File: src/dbph_pkg.sv
`timescale 1ns / 1ps
// ----------------------------------------------------------------------------
// dbph_pkg - shared types and constants
// Register indexes, reset values and the tick control bundle used by the
// one-shot timers.
// ----------------------------------------------------------------------------
package dbph_pkg;

  localparam int COUNTER_WIDTH_DEF = 16;
  localparam int DEB_W             = 8;
  localparam int LEN_W             = 16;
  localparam int CFG_ADDR_W        = 2;
  localparam int CFG_DATA_W        = 16;
  localparam int IN_DATA_W         = 8;
  localparam int OUT_DATA_W        = 8;

  localparam logic [DEB_W-1:0] DEBOUNCE_RST = DEB_W'(50);
  localparam logic [LEN_W-1:0] PULSE_RST    = LEN_W'(100);
  localparam logic [LEN_W-1:0] HOLD_RST     = LEN_W'(3000);

  typedef enum logic [CFG_ADDR_W-1:0] {
    CFG_DEBOUNCE = 2'd0,
    CFG_PULSE    = 2'd1,
    CFG_HOLD     = 2'd2
  } cfg_reg_t;

  // per-tick control from the pipeline and debouncer to each timer
  typedef struct packed {
    logic adv;
    logic start;
  } tick_ctl_t;

endpackage

File: src/dbph_debounce.sv
`timescale 1ns / 1ps
// ----------------------------------------------------------------------------
// dbph_debounce - raw level debouncer
// Counts ticks of unchanged raw level and flags a newly accepted press.
// ----------------------------------------------------------------------------
module dbph_debounce import dbph_pkg::*; #(
  parameter int COUNTER_WIDTH = COUNTER_WIDTH_DEF
) (
  input  logic             clk,
  input  logic             rst_n,
  input  logic             adv,
  input  logic             raw,
  input  logic [DEB_W-1:0] debounce_ticks,
  output logic             press
);

  localparam logic [COUNTER_WIDTH-1:0] CNT_MAX = '1;

  logic                     last_raw_r, last_raw_nxt;
  logic                     stable_r, stable_nxt;
  logic [COUNTER_WIDTH-1:0] steady_r, steady_nxt;
  logic                     accept;

  always_comb begin
    if (raw != last_raw_r) begin
      steady_nxt = '0;
    end else if (steady_r == CNT_MAX) begin
      steady_nxt = CNT_MAX;
    end else begin
      steady_nxt = steady_r + COUNTER_WIDTH'(1);
    end
    last_raw_nxt = raw;
    accept       = (steady_nxt > COUNTER_WIDTH'(debounce_ticks)) && (raw != stable_r);
    stable_nxt   = accept ? raw : stable_r;
    press        = accept && raw;
  end

  always_ff @(posedge clk) begin
    if (!rst_n) begin
      last_raw_r <= 1'b0;
      stable_r   <= 1'b0;
      steady_r   <= '0;
    end else if (adv) begin
      last_raw_r <= last_raw_nxt;
      stable_r   <= stable_nxt;
      steady_r   <= steady_nxt;
    end
  end

endmodule

File: src/dbph_oneshot.sv
`timescale 1ns / 1ps
// ----------------------------------------------------------------------------
// dbph_oneshot - retriggerable one-shot timer
// Counts elapsed ticks while running and stops once the length is reached.
// ----------------------------------------------------------------------------
module dbph_oneshot import dbph_pkg::*; #(
  parameter int COUNTER_WIDTH = COUNTER_WIDTH_DEF
) (
  input  logic             clk,
  input  logic             rst_n,
  input  tick_ctl_t        ctl,
  input  logic [LEN_W-1:0] len,
  output logic             running
);

  localparam int CMP_W = (COUNTER_WIDTH > LEN_W) ? COUNTER_WIDTH : LEN_W;
  localparam logic [COUNTER_WIDTH-1:0] CNT_MAX = '1;

  logic                     running_r, running_nxt;
  logic [COUNTER_WIDTH-1:0] elapsed_r, elapsed_nxt;
  logic                     run_mid;
  logic                     expire;

  always_comb begin
    run_mid     = running_r;
    elapsed_nxt = elapsed_r;
    if (running_r && (elapsed_r != CNT_MAX)) begin
      elapsed_nxt = elapsed_r + COUNTER_WIDTH'(1);
    end
    // retrigger restarts from zero
    if (ctl.start) begin
      run_mid     = 1'b1;
      elapsed_nxt = '0;
    end
    expire = (CMP_W'(elapsed_nxt) >= CMP_W'(len)) || (elapsed_nxt == CNT_MAX);
    running_nxt = run_mid && !expire;
    running     = running_nxt;
  end

  always_ff @(posedge clk) begin
    if (!rst_n) begin
      running_r <= 1'b0;
      elapsed_r <= '0;
    end else if (ctl.adv) begin
      running_r <= running_nxt;
      elapsed_r <= elapsed_nxt;
    end
  end

endmodule

File: src/debounced_button_pulse_and_hold.sv
`timescale 1ns / 1ps
// ----------------------------------------------------------------------------
// debounced_button_pulse_and_hold - debounced button with relay and lamp timers
// Path: an input transfer reaches a result transfer through the input reg
// and the result reg.
// Throughput: one tick per cycle while out_tready keeps the result slot free.
// Reset: synchronous active-low rst_n clears pipeline, state and timers and
// loads the configuration registers with their default values.
// ----------------------------------------------------------------------------
module debounced_button_pulse_and_hold import dbph_pkg::*; #(
  parameter int COUNTER_WIDTH = COUNTER_WIDTH_DEF
) (
  input  logic                  clk,
  input  logic                  rst_n,
  input  logic                  in_tvalid,
  output logic                  in_tready,
  input  logic [IN_DATA_W-1:0]  in_tdata,   // [0] raw_pressed
  output logic                  out_tvalid,
  input  logic                  out_tready,
  output logic [OUT_DATA_W-1:0] out_tdata,  // [0] relay_idle (pulse not running), [1] lamp_on, [2] press_seen
  input  logic                  cfg_we,
  input  logic [CFG_ADDR_W-1:0] cfg_addr,
  input  logic [CFG_DATA_W-1:0] cfg_wdata
);

  logic [DEB_W-1:0] debounce_r;
  logic [LEN_W-1:0] pulse_r;
  logic [LEN_W-1:0] hold_r;

  logic      s1_valid_r;
  logic      s1_raw_r;
  logic      out_valid_r;
  logic [2:0] out_bits_r, out_bits_nxt;
  logic      out_free;
  logic      adv;
  logic      press;
  logic      pulse_running;
  logic      lamp_running;
  tick_ctl_t tick_ctl;

  always_ff @(posedge clk) begin
    if (!rst_n) begin
      debounce_r <= DEBOUNCE_RST;
      pulse_r    <= PULSE_RST;
      hold_r     <= HOLD_RST;
    end else if (cfg_we) begin
      unique case (cfg_addr)
        CFG_DEBOUNCE: debounce_r <= cfg_wdata[DEB_W-1:0];
        CFG_PULSE:    pulse_r    <= cfg_wdata[LEN_W-1:0];
        CFG_HOLD:     hold_r     <= cfg_wdata[LEN_W-1:0];
        default:      ;
      endcase
    end
  end

  // the tick in the input register advances whenever the result slot is free
  assign out_free  = !out_valid_r || out_tready;
  assign adv       = s1_valid_r && out_free;
  assign in_tready = !s1_valid_r || out_free;

  assign tick_ctl.adv   = adv;
  assign tick_ctl.start = press;

  always_ff @(posedge clk) begin
    if (!rst_n) begin
      s1_valid_r <= 1'b0;
    end else if (in_tready) begin
      s1_valid_r <= in_tvalid;
    end
  end

  always_ff @(posedge clk) begin
    if (in_tready && in_tvalid) begin
      s1_raw_r <= in_tdata[0];
    end
  end

  dbph_debounce #(
    .COUNTER_WIDTH(COUNTER_WIDTH)
  ) u_debounce (
    .clk           (clk),
    .rst_n         (rst_n),
    .adv           (adv),
    .raw           (s1_raw_r),
    .debounce_ticks(debounce_r),
    .press         (press)
  );

  dbph_oneshot #(
    .COUNTER_WIDTH(COUNTER_WIDTH)
  ) u_pulse (
    .clk    (clk),
    .rst_n  (rst_n),
    .ctl    (tick_ctl),
    .len    (pulse_r),
    .running(pulse_running)
  );

  dbph_oneshot #(
    .COUNTER_WIDTH(COUNTER_WIDTH)
  ) u_lamp (
    .clk    (clk),
    .rst_n  (rst_n),
    .ctl    (tick_ctl),
    .len    (hold_r),
    .running(lamp_running)
  );

  assign out_bits_nxt = {press, lamp_running, !pulse_running};

  always_ff @(posedge clk) begin
    if (!rst_n) begin
      out_valid_r <= 1'b0;
    end else if (out_free) begin
      out_valid_r <= s1_valid_r;
    end
  end

  always_ff @(posedge clk) begin
    if (adv) begin
      out_bits_r <= out_bits_nxt;
    end
  end

  assign out_tvalid = out_valid_r;
  assign out_tdata  = {{(OUT_DATA_W-3){1'b0}}, out_bits_r};

endmodule
File: config.mk
export PLATFORM = sky130hd
export DESIGN_NAME = debounced_button_pulse_and_hold
export DESIGN_NICKNAME = d
export VERILOG_FILES = /design/src/dbph_pkg.sv /design/src/dbph_debounce.sv /design/src/dbph_oneshot.sv /design/src/debounced_button_pulse_and_hold.sv
export SDC_FILE = /design/constraint.sdc
export NUM_CORES = 1
export LEC_CHECK = 0
export BUFFER_PORTS_ARGS = -buffer_cell sky130_fd_sc_hd__buf_2
export CAP_MARGIN = 10
export CORE_UTILIZATION = 50
export CTS_BUF_LIST = sky130_fd_sc_hd__clkbuf_16
export CTS_CLUSTER_SIZE = 8
export DETAILED_ROUTE_END_ITERATION = 8
export PLACE_DENSITY = 0.69
export SYNTH_ARGS = -nofsm -noshare
export SYNTH_HDL_FRONTEND = slang
export SYNTH_SLANG_ARGS = --single-unit
export TNS_END_PERCENT = 5
File: constraint.sdc
create_clock -name clk -period 5.88 [get_ports clk]
set_input_delay 0.588 -clock clk [delete_from_list [all_inputs] [get_ports clk]]
set_output_delay 0.588 -clock clk [all_outputs]
set_load 0.005 [all_outputs]
==> results of run 1 <==
[kinds of logic after synthesis]
kind of cell,synth area share (%)
muxes,0.817
and+or+nand+nor,25.1
other,0.0597
adders and majority gates,8.56
DFF,31.9
xor gates and xnor gates,4.04
AOI/OAI and AO/OA,22.5
buffers and inverters,7.03
[state kept, by name (all words and copies together), names as in the netlist]
signal	flops
out_tvalid	1
u_debounce.last_raw_r	1
u_pulse.elapsed_r	16
u_debounce.stable_r	1
u_lamp.elapsed_r	16
debounce_r	8
out_bits_r	3
u_debounce.steady_r	16
u_lamp.running_r	1
hold_r	16
s1_raw_r	1
u_pulse.running_r	1
s1_valid_r	1
pulse_r	16
[path summary, 6_finish.rpt]
path | startpoint | to | slack, ps | depth (start not counted)
worst max-delay path | u_debounce.steady_r[0] | u_lamp.running_r | 650 | 20
worst min-delay path | in_tdata[0] | s1_raw_r | 400 | 1
worst max register to register | u_debounce.steady_r[0] | u_lamp.running_r | 650 | 20
worst min register to register | pulse_r[13] | pulse_r[13] | 460 | 2
[power groups by stage]
stage          registers (uW)  clock network [uW]  logic [uW]
2_1_floorplan             701                   0        70.8
3_3_place_gp              703                   0         101
3_5_place_dp              703                   0         104
4_1_cts                   688                 589         105
5_1_grt                   689                 612         119
6_report                  688                 578         106
[worst max-delay path: cells and delay by family (launching register included)]
kind,cells,cell delay [ps]
compound gates,11,2770
simple gates,5,930
flops,1,410
fa+ha+maj,3,820
buf+inv,1,220
[cell type report]
cell class | count | area [um2] | area share [%]
inverters | 51 | 191 | 2.84
clock buffers | 9 | 225 | 3.34
flip-flops and latches | 98 | 2000 | 29.7
multi-input cells | 605 | 3850 | 57.1
clock inverters | 7 | 58.8 | 0.872
well taps | 168 | 210 | 3.12
repair buffers | 35 | 205 | 3.04
[cells in the mapped netlist (8+ instances only)]
library cell	count
nand4_1	21
nor3_1	20
clkbuf_1	42
nor4_1	14
nand2_1	109
and4_1	10
o211ai_1	17
a21o_1	20
ha_1	43
nor2b_1	8
o21ai_0	15
buf_2	8
nor2_1	54
a21oi_1	68
a211oi_1	10
o31ai_1	13
and3_1	11
xor2_1	16
dfxtp_1	94
xnor2_1	13
inv_1	50
nand3_1	26
[layer usage]
metal / wire length [um] / global-route usage [%] / vias to the layer above
met4: 384 / 8.23 / 0
li1: - / - / 2896
met2: 7710 / 44.3 / 215
met1: 7250 / 33.6 / 2814
met3: 818 / 5.51 / 36
met5: 0 / 0 / -
[stage by stage]
step           total power (uW)  hold slack [ps]
6_report                   1370              400
5_1_grt                    1420              396
4_1_cts                    1380              391
3_5_place_dp                807              448
3_3_place_gp                804              445
2_1_floorplan               772              436
==> summary.md, run 1 <==
| Metric | Value |
|---|---|
| Placed inst area | `6460 um2` |
| Pre-antenna DRT Iters | `5` |
| Layout Skew | `6.65 ps` |
| Design Area, Final | `6750 um2` |
| Core Area | `12,100 um2` |
| ANT cells | `0` |
| Tmin final | `5230 ps` |
| CP arrival | `5490 ps` |
| Initial antenna violation count | `0` |
| Switching part of the total | `26.3%` |
| Switch Pwr | `361 uW` |
| Worst relative slew slack | `41.5%` |
| Hold/Removal Path Class | `input port to flip-flop` |
| Pwr per Cell Area | `203 nW/um2` |
| Gate Count Post-Synth | `807` |
| Setup TNS | `0 ps` |
| Max-slew violation count | `0` |
| Final Wtd Congestion | `0.887` |
| Post-synth top area cell | `dfxtp_1` |
| CP Launch Type | `flip-flop` |
| Share of the synthesized area in the top cell type | `30.0%` |
| TritonCTS clock tree | `done` |
| Via density | `6.13` |
| DP Cell Count | `957` |
| Die Y | `114 um` |
| Seq/Total Area, Yosys | `31.9%` |
| Ys Warns | `0` |
| CP required | `6140 ps` |
| H-Tree Depth | `3` |
| Post-synthesis average cell area | `7.78 um2` |
| # nets final | `874` |
| Worst-path cell chain | `ha_1 -> and4_1 -> nand4_1 -> a21oi_1 -> ha_1 -> nor2b_1 -> o211ai_1 -> o2111a_1 -> o21bai_1 -> o41a_2 -> inv_1 -> nand2_1 -> ha_1 -> nand2b_1 -> a21o_1 -> a21o_1 -> a21o_1 -> a2111oi_0 -> o21ai_0 -> a221oi_1` |
| EDFF count, synth | `4` |
| Post-synth top flop | `dfxtp_1` |
| Critical path capture point type | `flip-flop` |
| Clk buf depth | `2` |
| Dpl ws | `740 ps` |
| Period utilization | `89.0%` |
| Worst vdd ir | `228 uV` |
| RSZ-0062 raised after global routing | `no` |
| Post-DR wirelength/cell | `16.6 um` |
| Routed WL | `16,200 um` |
| Die area | `13,000 um2` |
| Hold Buf Count CTS | `0` |
| Number of routed nets with antenna violations | `0` |
| First-pass GRT wire length | `27,300 um` |
| Clk sink count | `98` |
| Synthesized cell area | `6280 um2` |
| Seq pwr share | `50.2%` |
| Final Util | `55.7%` |
| Worst setup margin | `649 ps` |
| Row cnt | `40` |
| Reg clk slew, reported paths | `70 ps` |
| Non-filler instance count after layout | `973` |
| Slew @ Worst Pin | `876 ps` |
| Filler cells | `1,155` |
| Pleak | `0.00275 uW` |
| Cts repair resizes | `0` |
| Worst path max stage delay | `520 ps` |
| Crit Path Class | `flip-flop to flip-flop` |
| Die Wd | `114 um` |
| Vias in the first global route | `5,576` |
| Initial drt markers | `503` |
| Highest Clock Rate | `191 MHz` |
| Netlist cell types | `72` |
| Largest net degree at the start of global routing | `69` |
| TritonCTS buffer count | `9` |
| Number of remaining DRC errors | `0` |
| Most frequent cells in the layout | `nand2_1 (109), dfxtp_1 (94), a21oi_1 (68), nor2_1 (54), inv_1 (50)` |
| Max stage delay cell, worst path | `o41a_2` |
| Status | `finished clean` |
| Most common cell after layout, fill and taps aside | `nand2_1` |
| Clock share of power | `42.1%` |
| Dpl hpwl | `11,500 um` |
| Setup Buffers After CTS | `0` |
| Synth async-reset ratio | `0%` |
| CP max FO | `7` |
| Maxcap violations | `0` |
| Largest cells by area after synthesis | `dfxtp_1 (30%), ha_1 (8.6%), nand2_1 (6.5%)` |
| GRT Util Overall | `26.3%` |
| # IOs | `41` |
| Root Driver | `clkbuf_16` |
| Yosys reg bits | `98` |
| # port buffers | `28` |
| # setup viols final | `0` |
| GR Overflow Total | `0` |
| Int Power | `1010 uW` |
| Area Overhead vs Synth | `7.41%` |
| Vias | `5,961` |
| Share of layout cells above drive strength 1 | `7.83%` |
| Comb pwr share | `7.7%` |
| Skew-Pair Late Insertion Delay | `360 ps` |
| Starting Density | `51.9%` |
| Fin. Hold Viols | `0` |
(Power assumes the default switching activity.)
==> run 2: changes to the inputs <==
==> constraint.sdc (replaced) <==
create_clock -name clk -period 6 [get_ports clk]
set_input_delay 0.6 -clock clk [delete_from_list [all_inputs] [get_ports clk]]
set_output_delay 0.6 -clock clk [all_outputs]
set_load 0.005 [all_outputs]
==> run 2 against run 1 <==
Compared with the run above: register-to-register slack gained 150 ps; critical endpoint is now out_bits_r[1]; clock skew grew 4.2 ps; count of clock-buffer cells in the layout grew 1; non-clock buffer count grew 1; combinational power is essentially flat; utilization grew 0.19 points.
==> summary.md, run 2 (synthesized netlist as in run 1, its figures left out) <==
| Metric | Value |
|---|---|
| H-Tree Depth | `3 (unchanged)` |
| Share of layout cells above drive strength 1 | `7.94% (+0.11 points)` |
| Worst Hold Endpoint | `s1_raw_r` |
| Final Wtd Congestion | `0.933 (+5.2%)` |
| Routed WL | `16,000 um (-0.90%)` |
| # IOs | `41 (unchanged)` |
| Cts repair resizes | `0 (unchanged)` |
| ANT cells | `0 (unchanged)` |
| Crit Path Class | `flip-flop to flip-flop` |
| Initial drt markers | `433 (-14%)` |
| Initial antenna violation count | `0 (unchanged)` |
| GRT Util Overall | `26.5% (+0.19 points)` |
| GR Overflow Total | `0 (unchanged)` |
| Most common cell after layout, fill and taps aside | `nand2_1` |
| Pwr per Cell Area | `201 nW/um2 (-1.2%)` |
| Setup TNS | `0 ps (unchanged)` |
| Clk buf depth | `2 (unchanged)` |
| Number of remaining DRC errors | `0 (unchanged)` |
| # port buffers | `28 (unchanged)` |
| Period utilization | `86.8% (-2.2 points)` |
| Slew @ Worst Pin | `1050 ps (+173 ps)` |
| CP max FO | `15 (+8)` |
| First-pass GRT wire length | `27,500 um (+0.89%)` |
| CP Launch Type | `flip-flop` |
| Max stage delay cell, worst path | `o41a_2` |
| Reg-to-reg setup timing slack | `790 ps (+150 ps)` |
| Worst-path cell chain | `ha_1 -> and4_1 -> nand4_1 -> buf_4 -> a21oi_1 -> ha_1 -> a211oi_1 -> o211ai_1 -> o21ai_0 -> o21bai_1 -> o41a_2 -> inv_1 -> nand2_1 -> ha_1 -> nand2b_1 -> a21o_1 -> a21o_1 -> a21o_1 -> a2111oi_0 -> o21ai_0 -> a21oi_1` |
| Die area | `13,000 um2 (unchanged)` |
| Largest net degree at the start of global routing | `69 (unchanged)` |
| CP top delay family | `compound AO/OA/AOI/OAI gates` |
| Most frequent cells in the layout | `nand2_1 (109), dfxtp_1 (94), a21oi_1 (68), nor2_1 (54), inv_1 (51)` |
| Skew-Pair Late Insertion Delay | `350 ps (about the same)` |
| Pre-antenna DRT Iters | `5 (unchanged)` |
| TritonCTS clock tree | `done` |
| Starting Density | `51.9% (unchanged)` |
| Root Driver | `clkbuf_16` |
| Highest Clock Rate | `192 MHz (+0.49%)` |
| Vias | `5,868 (-1.6%)` |
| Clk sink count | `98 (unchanged)` |
| Final Util | `55.9% (+0.19 points)` |
| Worst relative slew slack | `29.9% (-12 points)` |
| Maxcap violations | `0 (unchanged)` |
| Worst path max stage delay | `510 ps (about the same)` |
| Reg2reg path depth | `21 (+5.0%)` |
| Hold_ws | `420 ps (+19.4 ps)` |
| Layout Skew | `10.8 ps (+4.20 ps)` |
| CP arrival | `5380 ps (-110 ps)` |
| CP required | `6180 ps (+40 ps)` |
| Reg clk slew, reported paths | `70 ps (about the same)` |
| Core Area | `12,100 um2 (unchanged)` |
| Via density | `6.02 (-1.7%)` |
| Critical hold path startpoint | `in_tdata[0]` |
| # nets final | `875 (+0.11%)` |
| Hold/Removal Path Class | `input port to flip-flop` |
| Vias in the first global route | `5,658 (+1.5%)` |
| Critical path capture point type | `flip-flop` |
| Fin. Hold Viols | `0 (unchanged)` |
| Worst vdd ir | `194 uV (-15%)` |
| Row cnt | `40 (unchanged)` |
| Dpl hpwl | `11,500 um (+0.26%)` |
| Max-slew violation count | `0 (unchanged)` |
| Post-DR wirelength/cell | `16.4 um (-1.0%)` |
| Hold Buf Count CTS | `0 (unchanged)` |
| Setup Buffers After CTS | `0 (unchanged)` |
| Die Wd | `114 um (unchanged)` |
| Worst Hold Depth | `1 (unchanged)` |
| Number of routed nets with antenna violations | `0 (unchanged)` |
| Tmin final | `5210 ps (-25.6 ps)` |
| # setup viols final | `0 (unchanged)` |
| Die Y | `114 um (unchanged)` |
| Buf/Inv on CP | `2 (+1)` |
| Pleak | `0.00277 uW (+0.68%)` |
| RR Endpoint | `out_bits_r[1]` |
| Status | `finished clean` |
| TritonCTS buffer count | `9 (unchanged)` |
| Area Overhead vs Synth | `7.77%` |
| RSZ-0062 raised after global routing | `no` |
| FF-to-FF Start | `u_debounce.steady_r[0]` |
[run 2: report_power, final]
part / internal (uW) / switching (uW)
combinational: 34.7 / 69.9
clock: 311 / 270
sequential: 667 / 6.57
[run 2: through the flow]
stage | setup WS [ps] | power (uW) | instances | cell area [um2]
final | 795 | 1360 | 974 | 6770
after global routing | 344 | 1410 | 974 | 6770
after global placement | 1020 | 788 | 958 | 6470
after floorplan | 1180 | 757 | 811 | 6300
after CTS | 795 | 1370 | 974 | 6770
after detailed placement | 833 | 792 | 958 | 6470
[run 2: worst max path at each step]
stage / startpoint / to / slack (ps) / cells after the start
final: u_debounce.steady_r[0] / out_bits_r[1] / 790 / 21
after CTS: u_debounce.steady_r[0] / u_lamp.running_r / 800 / 21
after global placement: u_debounce.steady_r[0] / u_lamp.running_r / 1020 / 20
after detailed placement: u_debounce.steady_r[0] / u_lamp.running_r / 830 / 21
after global routing: u_debounce.steady_r[0] / u_lamp.running_r / 340 / 21
after floorplan: u_debounce.steady_r[0] / u_lamp.running_r / 1180 / 21
[run 2: layout make-up]
type | instances | area, um2
Fill cell | 1166 | 5340
Multi-Input combinational cell | 605 | 3850
Sequential cell | 98 | 2000
Clock buffer | 10 | 250
Timing Repair Buffer | 36 | 213
Tap cell | 168 | 210
Inverter | 51 | 191
Clock inverter | 6 | 48.8
[run 2: per-layer routing]
metal  share of wire [%]  up-vias  GRT usage [%]
met3                 4.3       29           5.56
met1                  46     2808           33.9
li1                    -     2890              -
met2                  47      141           44.0
met5                   0        -              0
met4                 2.5        0           9.35
==> run 3: changes to the inputs <==
==> constraint.sdc (replaced) <==
create_clock -name clk -period 4.81 [get_ports clk]
set_input_delay 0.481 -clock clk [delete_from_list [all_inputs] [get_ports clk]]
set_output_delay 0.481 -clock clk [all_outputs]
set_load 0.005 [all_outputs]
==> run 3 against run 2 <==
Compared with the run above: power increased by 26%; maximum frequency increased by 15%; sequential cell count stayed put; count of clock-buffer cells in the layout stayed put; combinational power up 30%; register-to-register slack worse by 500 ps; critical path type unchanged; utilization is 1.8 points higher; global-route usage fell by 0.056 points; critical endpoint unchanged; clock skew fell by 5.0 ps; via count rose by 1.3%; non-clock buffer count grew 21; final cell count up 2.2%.
==> summary.md, run 3 (synthesized netlist as in run 1, its figures left out) <==
| Metric | Value |
|---|---|
| Status | `finished clean` |
| Area Overhead vs Synth | `11.3%` |
| Dpl hpwl | `11,700 um (+2.1%)` |
| Final Wtd Congestion | `0.907 (-2.7%)` |
| CP max FO | `6 (-9)` |
| ANT cells | `0 (unchanged)` |
| Period utilization | `94.0% (+7.2 points)` |
| Die area | `13,000 um2 (unchanged)` |
| Post-DR wirelength/cell | `16.4 um (about the same)` |
| Critical hold path startpoint | `in_tdata[0]` |
| Worst relative slew slack | `41.6% (+12 points)` |
| Hold/Removal Path Class | `input port to flip-flop` |
| Slew @ Worst Pin | `875 ps (-174 ps)` |
| DP Cell Count | `978 (+2.1%)` |
| CP required | `5000 ps (-1180 ps)` |
| Initial antenna violation count | `0 (unchanged)` |
| Non-filler instance count after layout | `995 (+2.2%)` |
| Critical path capture point type | `flip-flop` |
| Vias | `5,944 (+1.3%)` |
| Die Y | `114 um (unchanged)` |
| Worst Hold Depth | `1 (unchanged)` |
| Hold Buf Count CTS | `0 (unchanged)` |
| FF-to-FF Start | `s1_raw_r` |
| Skew-Pair Late Insertion Delay | `350 ps (about the same)` |
| Die Wd | `114 um (unchanged)` |
| Starting Density | `51.9% (unchanged)` |
| Row cnt | `40 (unchanged)` |
| Routed WL | `16,400 um (+2.1%)` |
| Reg clk slew, reported paths | `70 ps (about the same)` |
| Vias in the first global route | `5,656 (-0.035%)` |
| GRT Util Overall | `26.4% (-0.056 points)` |
| Most frequent cells in the layout | `nand2_1 (109), dfxtp_1 (94), a21oi_1 (64), nor2_1 (53), inv_1 (51)` |
| TritonCTS clock tree | `done` |
| Clk buf depth | `2 (unchanged)` |
| Largest net degree at the start of global routing | `46 (-33%)` |
| Number of remaining DRC errors | `0 (unchanged)` |
| Worst Hold Endpoint | `s1_raw_r` |
| Design Area, Final | `6990 um2 (+3.2%)` |
| Fin. Hold Viols | `0 (unchanged)` |
| GR Overflow Total | `0 (unchanged)` |
| Via density | `5.97 (-0.84%)` |
| Share of layout cells above drive strength 1 | `11.7% (+3.8 points)` |
| CP Launch Type | `flip-flop` |
| Worst vdd ir | `253 uV (+30%)` |
| Reg2reg path depth | `18 (-14%)` |
| # setup viols final | `0 (unchanged)` |
| Placed inst area | `6620 um2 (+2.3%)` |
| Reg-to-reg setup timing slack | `290 ps (-500 ps)` |
| Pre-antenna DRT Iters | `5 (unchanged)` |
| # port buffers | `28 (unchanged)` |
| Setup TNS | `0 ps (unchanged)` |
| Highest Clock Rate | `221 MHz (+15%)` |
| Layout Skew | `5.84 ps (-5.00 ps)` |
| # nets final | `896 (+2.4%)` |
| CP arrival | `4710 ps (-670 ps)` |
| Total power | `1710 uW (+26%)` |
| Pleak | `0.00289 uW (+4.4%)` |
| Number of routed nets with antenna violations | `0 (unchanged)` |
| Clk sink count | `98 (unchanged)` |
| TritonCTS buffer count | `9 (unchanged)` |
| Initial drt markers | `336 (-22%)` |
| Crit Path Class | `flip-flop to flip-flop` |
| Most common cell after layout, fill and taps aside | `nand2_1` |
| H-Tree Depth | `3 (unchanged)` |
| Max-slew violation count | `0 (unchanged)` |
| Core Area | `12,100 um2 (unchanged)` |
| RR Endpoint | `out_bits_r[1]` |
| First-pass GRT wire length | `27,200 um (-1.2%)` |
| # IOs | `41 (unchanged)` |
| Filler cells | `1,163 (-0.26%)` |
| Root Driver | `clkbuf_16` |
| Tmin final | `4520 ps (-686 ps)` |
| Maxcap violations | `0 (unchanged)` |
| Pwr per Cell Area | `245 nW/um2 (+22%)` |
[run 3: cell count changes in the layout (fill, tap and decap cells not counted), sizes merged]
cell,previous run,this run
buf,36,57
[run 3: area by class of cell]
type                            instances  area (um2)  share of cell area [%]
Sequential cell                        98        2000                    28.6
Multi-Input combinational cell        605        3910                    56.0
Clock inverter                          6        48.8                   0.698
Timing Repair Buffer                   57         374                    5.35
Inverter                               51         191                    2.74
Tap cell                              168         210                    3.01
Clock buffer                           10         250                    3.58
[run 3: stage by stage]
step / util, % / worst slack [ps] / hold slack [ps]
floorplan: - / 17.7 / 436
global placement: 54.7 / 205 / 446
detailed placement: 54.7 / 63.2 / 449
CTS: 57.1 / 27.8 / 298
global route: 57.7 / -27.6 / 290
finish: 57.7 / 291 / 305
[run 3: timing repair]
item	in CTS	in global routing
endpoints found under the setup margin	0	4
buffers inserted	0	1
resized for setup	0	18
[run 3: routing by layer]
metal / GRT usage [%] / part of all wire, % / vias up
li1: - / - / 2939
met1: 32.8 / 45 / 2809
met2: 45.8 / 49 / 175
met3: 5.08 / 4.6 / 21
met4: 8.92 / 1.8 / 0
met5: 0 / 0 / -
[run 3: report_power, final]
part	internal, uW	switching, uW	total [uW]
Combinational	46.2	89.5	136
Sequential	832	7.81	840
Clock	388	347	735
[run 3: how the worst max path moves through the flow]
stage          cells past startpoint  slack (ps)                    from                to
2_1_floorplan                     21          20  u_debounce.steady_r[0]  u_lamp.running_r
3_3_place_gp                      21         210  u_debounce.steady_r[0]  u_lamp.running_r
3_5_place_dp                      18          60  u_debounce.steady_r[1]  u_lamp.running_r
4_1_cts                           17          30  u_debounce.steady_r[1]  u_lamp.running_r
5_1_grt                           18         -30                s1_raw_r  u_lamp.running_r
6_report                          18         290                s1_raw_r     out_bits_r[1]
[run 3: critical path, cell delays in order (launching register included)]
cell,delay [ps]
edfxtp_1,540
xor2_1,450
buf_4,230
a21oi_1,70
ha_1,330
nand4_1,130
o21ai_0,230
o21bai_2,130
o41a_2,490
inv_1,90
nand2_1,60
ha_1,260
nand2b_1,140
a21o_1,190
a21o_1,180
a21o_1,180
a2111oi_2,340
o21ai_1,120
a21oi_1,180
